===== src/hmca_pkg.sv =====
// Shared types, constants and helpers for the min-cost assignment block.
// No dependencies.
package hmca_pkg;

    localparam int MAX_SIZE = 64;
    localparam int IDX_W    = $clog2(MAX_SIZE);
    localparam int CNT_W    = IDX_W + 1;
    localparam int COST_W   = 24;
    localparam int POT_W    = 40;
    localparam int CFG_W    = 7;

    typedef logic [CNT_W-1:0]        cnt_t;
    typedef logic [IDX_W-1:0]        idx_t;
    typedef logic signed [POT_W-1:0] pot_t;

    // 1e6 in Q32.8
    localparam pot_t FORBID_COST = 40'sd256000000;
    localparam pot_t P_INF       = {1'b0, {(POT_W-1){1'b1}}};

    localparam logic [0:0] REG_ROWS = 1'b0;
    localparam logic [0:0] REG_COLS = 1'b1;

    typedef enum logic [4:0] {
        OP_IDLE, OP_START, OP_CLR, OP_PH, OP_MINI, OP_GRD, OP_GCHK,
        OP_SRD, OP_SCUR, OP_SCMP, OP_NOP, OP_URD, OP_UB, OP_UC, OP_GNXT,
        OP_PRD, OP_PP, OP_PW, OP_OCLR, OP_ORD, OP_OW, OP_TRD, OP_TLD, OP_TWAIT
    } op_t;

    typedef struct packed {
        op_t  op;
        cnt_t j;
        cnt_t i;
    } cmd_t;

    typedef struct packed {
        cnt_t s;
        cnt_t n;
        logic used_j;
        logic i0_bad;
        logic j1_zero;
        logic j0_zero;
        logic out_acc;
    } stat_t;

    // 0 acts as 1, above MAX_SIZE acts as MAX_SIZE
    function automatic cnt_t clamp_dim(input cnt_t v);
        cnt_t r;
        if (v == '0) begin
            r = cnt_t'(1);
        end else if (v > cnt_t'(MAX_SIZE)) begin
            r = cnt_t'(MAX_SIZE);
        end else begin
            r = v;
        end
        return r;
    endfunction

endpackage


===== src/hmca_ctrl.sv =====
// Sequencer for load, solve and result phases.
// Depends on hmca_pkg.
module hmca_ctrl (
    input  logic           aclk,
    input  logic           aresetn,
    input  logic           s_acc,
    input  logic           s_final,
    input  hmca_pkg::stat_t st,
    output hmca_pkg::cmd_t  cmd,
    output logic           s_ready
);

    typedef enum logic [4:0] {
        ST_IDLE, ST_START, ST_CLR, ST_PH, ST_MINI, ST_GRD, ST_GCHK,
        ST_SRD, ST_SCUR, ST_SCMP, ST_SEND, ST_URD, ST_UB, ST_UC, ST_GNXT,
        ST_PCHK, ST_PRD, ST_PP, ST_PW, ST_NXT, ST_OCLR, ST_ORD, ST_OW,
        ST_TRD, ST_TLD, ST_TWAIT
    } state_t;

    state_t          state_reg, state_next;
    hmca_pkg::cnt_t  j_reg, j_next;
    hmca_pkg::cnt_t  i_reg, i_next;
    hmca_pkg::cnt_t  g_reg, g_next;

    always_comb begin
        state_next = state_reg;
        j_next     = j_reg;
        i_next     = i_reg;
        g_next     = g_reg;
        unique case (state_reg)
            ST_IDLE: if (s_acc && s_final) state_next = ST_START;
            ST_START: begin
                state_next = ST_CLR;
                j_next     = '0;
                i_next     = hmca_pkg::cnt_t'(1);
            end
            ST_CLR: begin
                if (j_reg == st.s) state_next = ST_PH;
                else j_next = j_reg + 1'b1;
            end
            ST_PH: begin
                state_next = ST_MINI;
                j_next     = '0;
            end
            ST_MINI: begin
                if (j_reg == st.s) begin
                    state_next = ST_GRD;
                    g_next     = '0;
                end else begin
                    j_next = j_reg + 1'b1;
                end
            end
            ST_GRD: state_next = ST_GCHK;
            ST_GCHK: begin
                if (st.i0_bad) begin
                    state_next = ST_PCHK;
                    g_next     = '0;
                end else begin
                    state_next = ST_SRD;
                    j_next     = hmca_pkg::cnt_t'(1);
                end
            end
            ST_SRD: begin
                if (!st.used_j) state_next = ST_SCUR;
                else if (j_reg == st.s) state_next = ST_SEND;
                else j_next = j_reg + 1'b1;
            end
            ST_SCUR: state_next = ST_SCMP;
            ST_SCMP: begin
                if (j_reg == st.s) begin
                    state_next = ST_SEND;
                end else begin
                    state_next = ST_SRD;
                    j_next     = j_reg + 1'b1;
                end
            end
            ST_SEND: begin
                if (st.j1_zero) begin
                    state_next = ST_PCHK;
                    g_next     = '0;
                end else begin
                    state_next = ST_URD;
                    j_next     = '0;
                end
            end
            ST_URD: state_next = ST_UB;
            ST_UB: begin
                if (st.used_j) begin
                    state_next = ST_UC;
                end else if (j_reg == st.s) begin
                    state_next = ST_GNXT;
                end else begin
                    state_next = ST_URD;
                    j_next     = j_reg + 1'b1;
                end
            end
            ST_UC: begin
                if (j_reg == st.s) begin
                    state_next = ST_GNXT;
                end else begin
                    state_next = ST_URD;
                    j_next     = j_reg + 1'b1;
                end
            end
            ST_GNXT: begin
                if (g_reg == st.s) begin
                    state_next = ST_PCHK;
                    g_next     = '0;
                end else begin
                    state_next = ST_GRD;
                    g_next     = g_reg + 1'b1;
                end
            end
            ST_PCHK: begin
                if (st.j0_zero || (g_reg > st.s)) state_next = ST_NXT;
                else state_next = ST_PRD;
            end
            ST_PRD: state_next = ST_PP;
            ST_PP:  state_next = ST_PW;
            ST_PW: begin
                state_next = ST_PCHK;
                g_next     = g_reg + 1'b1;
            end
            ST_NXT: begin
                if (i_reg == st.s) begin
                    state_next = ST_OCLR;
                end else begin
                    state_next = ST_PH;
                    i_next     = i_reg + 1'b1;
                end
            end
            ST_OCLR: begin
                state_next = ST_ORD;
                j_next     = hmca_pkg::cnt_t'(1);
            end
            ST_ORD: state_next = ST_OW;
            ST_OW: begin
                if (j_reg == st.s) begin
                    state_next = ST_TRD;
                    j_next     = '0;
                end else begin
                    state_next = ST_ORD;
                    j_next     = j_reg + 1'b1;
                end
            end
            ST_TRD: state_next = ST_TLD;
            ST_TLD: state_next = ST_TWAIT;
            ST_TWAIT: begin
                if (st.out_acc) begin
                    if (j_reg == st.n - 1'b1) begin
                        state_next = ST_IDLE;
                    end else begin
                        state_next = ST_TRD;
                        j_next     = j_reg + 1'b1;
                    end
                end
            end
            default: state_next = ST_IDLE;
        endcase
    end

    always_ff @(posedge aclk) begin
        if (!aresetn) begin
            state_reg <= ST_IDLE;
            j_reg     <= '0;
            i_reg     <= '0;
            g_reg     <= '0;
        end else begin
            state_reg <= state_next;
            j_reg     <= j_next;
            i_reg     <= i_next;
            g_reg     <= g_next;
        end
    end

    always_comb begin
        cmd.j = j_reg;
        cmd.i = i_reg;
        unique case (state_reg)
            ST_IDLE:  cmd.op = hmca_pkg::OP_IDLE;
            ST_START: cmd.op = hmca_pkg::OP_START;
            ST_CLR:   cmd.op = hmca_pkg::OP_CLR;
            ST_PH:    cmd.op = hmca_pkg::OP_PH;
            ST_MINI:  cmd.op = hmca_pkg::OP_MINI;
            ST_GRD:   cmd.op = hmca_pkg::OP_GRD;
            ST_GCHK:  cmd.op = hmca_pkg::OP_GCHK;
            ST_SRD:   cmd.op = hmca_pkg::OP_SRD;
            ST_SCUR:  cmd.op = hmca_pkg::OP_SCUR;
            ST_SCMP:  cmd.op = hmca_pkg::OP_SCMP;
            ST_URD:   cmd.op = hmca_pkg::OP_URD;
            ST_UB:    cmd.op = hmca_pkg::OP_UB;
            ST_UC:    cmd.op = hmca_pkg::OP_UC;
            ST_GNXT:  cmd.op = hmca_pkg::OP_GNXT;
            ST_PRD:   cmd.op = hmca_pkg::OP_PRD;
            ST_PP:    cmd.op = hmca_pkg::OP_PP;
            ST_PW:    cmd.op = hmca_pkg::OP_PW;
            ST_OCLR:  cmd.op = hmca_pkg::OP_OCLR;
            ST_ORD:   cmd.op = hmca_pkg::OP_ORD;
            ST_OW:    cmd.op = hmca_pkg::OP_OW;
            ST_TRD:   cmd.op = hmca_pkg::OP_TRD;
            ST_TLD:   cmd.op = hmca_pkg::OP_TLD;
            ST_TWAIT: cmd.op = hmca_pkg::OP_TWAIT;
            default:  cmd.op = hmca_pkg::OP_NOP;
        endcase
    end

    assign s_ready = (state_reg == ST_IDLE);

endmodule


===== config.mk =====
export PLATFORM = sky130hd
export DESIGN_NAME = hmca_ctrl
export DESIGN_NICKNAME = d
export VERILOG_FILES = /design/src/hmca_pkg.sv /design/src/hmca_ctrl.sv
export SDC_FILE = /design/constraint.sdc
export NUM_CORES = 1
export LEC_CHECK = 0
export BUFFER_PORTS_ARGS = -buffer_cell sky130_fd_sc_hd__buf_4
export CORE_MARGIN = 3
export CORE_UTILIZATION = 53
export CTS_BUF_LIST = sky130_fd_sc_hd__clkbuf_4
export CTS_CLUSTER_SIZE = 8
export DETAILED_ROUTE_END_ITERATION = 10
export GPL_TIMING_DRIVEN = 0
export PLACE_DENSITY_LB_ADDON = 0.2
export SYNTH_ARGS = -nofsm -noshare
export SYNTH_HDL_FRONTEND = slang
export SYNTH_SLANG_ARGS = --single-unit

===== constraint.sdc =====
create_clock -name aclk -period 3.7 [get_ports aclk]
set_clock_uncertainty 0.1 [all_clocks]
set_input_delay 0.74 -clock aclk [delete_from_list [all_inputs] [get_ports aclk]]
set_output_delay 0.74 -clock aclk [all_outputs]
set_load 0.02 [all_outputs]

==> impl_metrics.yaml <==
logic_synthesis:
  syn_inst: 367
  ys_seq_elements: 31
  yosysTopAreaCell: "dfxtp_1"
  synth.net_count: 404
  netlist-cell-type-count: 56
  ys_seq_area_share_pct: 22.8
  netlist_area_um2: 2730
  async_flop_share_pct: 0
  yosysWarnings: 0
  post_synth.cell_area_avg_um2: 7.43
  ys.flop_type: "dfxtp_1"
  synth_area_leaders: "dfxtp_1 23%, ha_1 6.4%, nor2_1 5.9%"
  yosys.area.top_type_share_pct: 22.8
  synth-edff-count: 0
pwr:
  switching_power_mw: 0.425
  p_comb_share_pct: 45.5
  powerDensity_nw_per_um2: 324
  ir_drop_mv: 0.299
  power_leakage_nw: 1.36
  clkPwrFrac_pct: 18.4
  power.internal_mw: 0.623
  power.sequential.fraction_pct: 36.1
  total_power_mw: 1.05
  p_sw_share_pct: 40.6
place:
  dpl.cell_count: 476
  dpl_cell_area_um2: 3130
  port_buffers: 42
  hpwl_um: 5830
  routabilityCongestion: 0.987
die:
  die_h_um: 77.7
  die_w_um: 77.7
  io_pins: 43
  core-area_um2: 4850
  rows: 25
  die-area_um2: 6040
  start_util_pct: 56.3
critical_path:
  worstReg2RegStart: "j_reg[2]$_SDFFE_PN0P_"
  critPathCapture: "cmd[15]$_DFF_P_"
  ff2ff_path_depth: 10
  crit_path_end_kind: "flip-flop"
  r2r-end: "cmd[15]$_DFF_P_"
  crit_chain: "buf_4, inv_1, ha_4, or3b_1, a211o_1, a311o_1, a221oi_2, nor2_2, nor3_2, o32ai_4, and2_4, inv_1, ha_1, mux2_2, a21oi_1"
  cp_slowest_cell: "or3b_1"
  path_class: "input port to flip-flop"
  crit_top_cell: "inv_1"
  crit_path_max_fanout: 6
  cp-startpoint: "st[5]"
  crit_path_start_kind: "input port"
  crit_cells: 15
  path_delay_family: "compound AO/OA/AOI/OAI gates"
  path_buf_inv: 3
  required_ns: 3.87
  rrSetupSlack_ns: 0.23
  critPathArrivalTime_ns: 3.72
  slowest_delay_ns: 0.36
layout:
  diodes: 0
  syn2layout_area_growth_pct: 18.7
  finish.instance_area_um2: 3240
  finalNonFillerCells: 486
  drive_gt1_share_pct: 16.0
  layout.nets: 455
clock_tree:
  clk-insertion-delay-late_ns: 0.33
  cts_buffer_depth: 2
  hold_buffers: 0
  cts_htree_levels: 2
  cts_tree: "yes"
  cts_root_buf: "clkbuf_4"
  cts_buffers: 5
  cts.sinks: 31
  cts.reportedPaths.clkPinSlew_ns: 0.10
routing:
  drt_iter0_drc: 287
  post_drt_wl_per_cell_um: 16.0
  postRouteWirelength_um: 7770
  drcViolationCount: 0
  vias: 2923
  vias_per_cell: 6.01
  first_pass_iters: 5
  ant_nets: 0
grt:
  antenna_found_initial: 0
  grt_usage_pct: 25.7
  grt_pass1_vias: 2706
  grt_max_degree: 11
  grt_overflow: 0
  grt_pass1_wl_um: 12700
timing:
  worst_slew_pin_slew_ns: 0.696
  finalCritPeriodShare_pct: 96.0
  hold_violations: 0
  relSlewSlack_pct: 53.6
  fmax_mhz: 282
  rsz0062_at_grt: "no"
  hold_ws_ns: 0.452
  final.min_clock_period_ns: 3.55
  drv_slew: 0
  tns_ns: 0
  finalSetupViolations: 0
hold_path:
  hold_start: "g_reg[6]$_SDFFE_PN0P_"
  hold_path.class: "flip-flop to flip-flop"
run:
  cap_violations: 0
run_status:
  status: "finished clean"
## cell families (layout without fill, tap and decap cells)
family	after synthesis	count (layout)	share of synthesized area (%)
compound gates	90	90	22.2
xor+xnor	36	36	12.1
fa+ha+maj	14	14	6.42
buf+inv	40	92	5.64
flops	31	31	22.8
mux	10	10	3.99
simple gates	146	146	26.9
## metal layers
layer  up-vias  wire length, um  GRT usage (%)
li1       1406                -              -
met1      1359             3510           34.1
met2       134             3590           42.0
met3        24              516           3.13
met4         0              153           10.5
met5         -                0              0
## final cells by class
class                      count  area (um2)
sequential                    31         621
fill                         461        1610
multi-input combinational    296        2000
tap                           67        83.8
timing repair buffer          44         330
clock inverter                 3        15.0
clock buffer                   5        37.5
inverter                      20        75.1
buffer                        20        78.8
## tightest hold or removal path: stages (launching register included)
cell	delay (ns)
dfxtp_1	0.37
xor2_1	0.08
nor2_1	0.07
## what timing repair did
| item | in CTS | in global routing |
|---|---|---|
| buffers inserted | 0 | 2 |
| resized for setup | 0 | 8 |
| endpoints found under the setup margin | 0 | 5 |
## power by group through the flow
stage / sequential (mW) / clock (mW) / combinational, mW
2_1_floorplan: 0.395 / 0 / 0.290
3_3_place_gp: 0.384 / 0 / 0.432
3_5_place_dp: 0.385 / 0 / 0.440
4_1_cts: 0.378 / 0.200 / 0.441
5_1_grt: 0.381 / 0.215 / 0.517
6_report: 0.378 / 0.193 / 0.477
## cells in the mapped netlist (6+ instances only)
| cell | count |
|---|---|
| nor2_1 | 43 |
| dfxtp_1 | 31 |
| nand2_1 | 26 |
| a21oi_1 | 22 |
| o21ai_0 | 21 |
| inv_1 | 20 |
| xnor2_1 | 18 |
| xor2_1 | 17 |
| clkbuf_1 | 15 |
| ha_1 | 14 |
| and3_1 | 10 |
| nand3_1 | 10 |
| nor3_1 | 10 |
| nand2b_1 | 8 |
| nor2b_1 | 8 |
| nand4_1 | 7 |
| o211ai_1 | 7 |
| mux2i_1 | 6 |
## per-stage QoR
| stage | util, % | worst slack [ns] |
|---|---|---|
| floorplan | - | 0.118 |
| global placement | 64.5 | -0.279 |
| detailed placement | 64.5 | -0.335 |
| CTS | 65.6 | 0.0216 |
| global route | 66.8 | 0.0105 |
| finish | 66.8 | 0.150 |
## worst min-delay path by stage
| stage | to | slack (ns) | depth (start not counted) |
|---|---|---|---|
| floorplan | g_reg[6]$_SDFFE_PN0P_ | 0.38 | 2 |
| global placement | g_reg[6]$_SDFFE_PN0P_ | 0.42 | 2 |
| detailed placement | g_reg[6]$_SDFFE_PN0P_ | 0.43 | 2 |
| CTS | g_reg[6]$_SDFFE_PN0P_ | 0.46 | 2 |
| global route | g_reg[6]$_SDFFE_PN0P_ | 0.50 | 2 |
| finish | g_reg[6]$_SDFFE_PN0P_ | 0.45 | 2 |
## cell usage in the layout (no fill, tap or decap), types with 3 or more instances in the layout
| cell type | n |
|---|---|
| nor4_1 | 4 |
| mux2_2 | 3 |
| nor3_1 | 9 |
| a21oi_1 | 22 |
| dfxtp_1 | 31 |
| o211ai_1 | 7 |
| nand2_1 | 26 |
| mux2i_1 | 6 |
| a211o_1 | 4 |
| or3_1 | 5 |
| ha_1 | 13 |
| nand4_1 | 7 |
| o22ai_1 | 3 |
| clkbuf_4 | 5 |
| and3_1 | 10 |
| nor2b_1 | 8 |
| buf_4 | 44 |
| nand3b_1 | 3 |
| o21ai_0 | 21 |
| clkbuf_1 | 15 |
| xnor2_1 | 18 |
| a31oi_1 | 3 |
| nor2_1 | 42 |
| a2111o_1 | 3 |
| nand2b_1 | 8 |
| o21ai_1 | 3 |
| and2_1 | 4 |
| nand3_1 | 10 |
| inv_1 | 20 |
| xor2_1 | 17 |
Note: power is estimated with default switching activity, not from simulation.
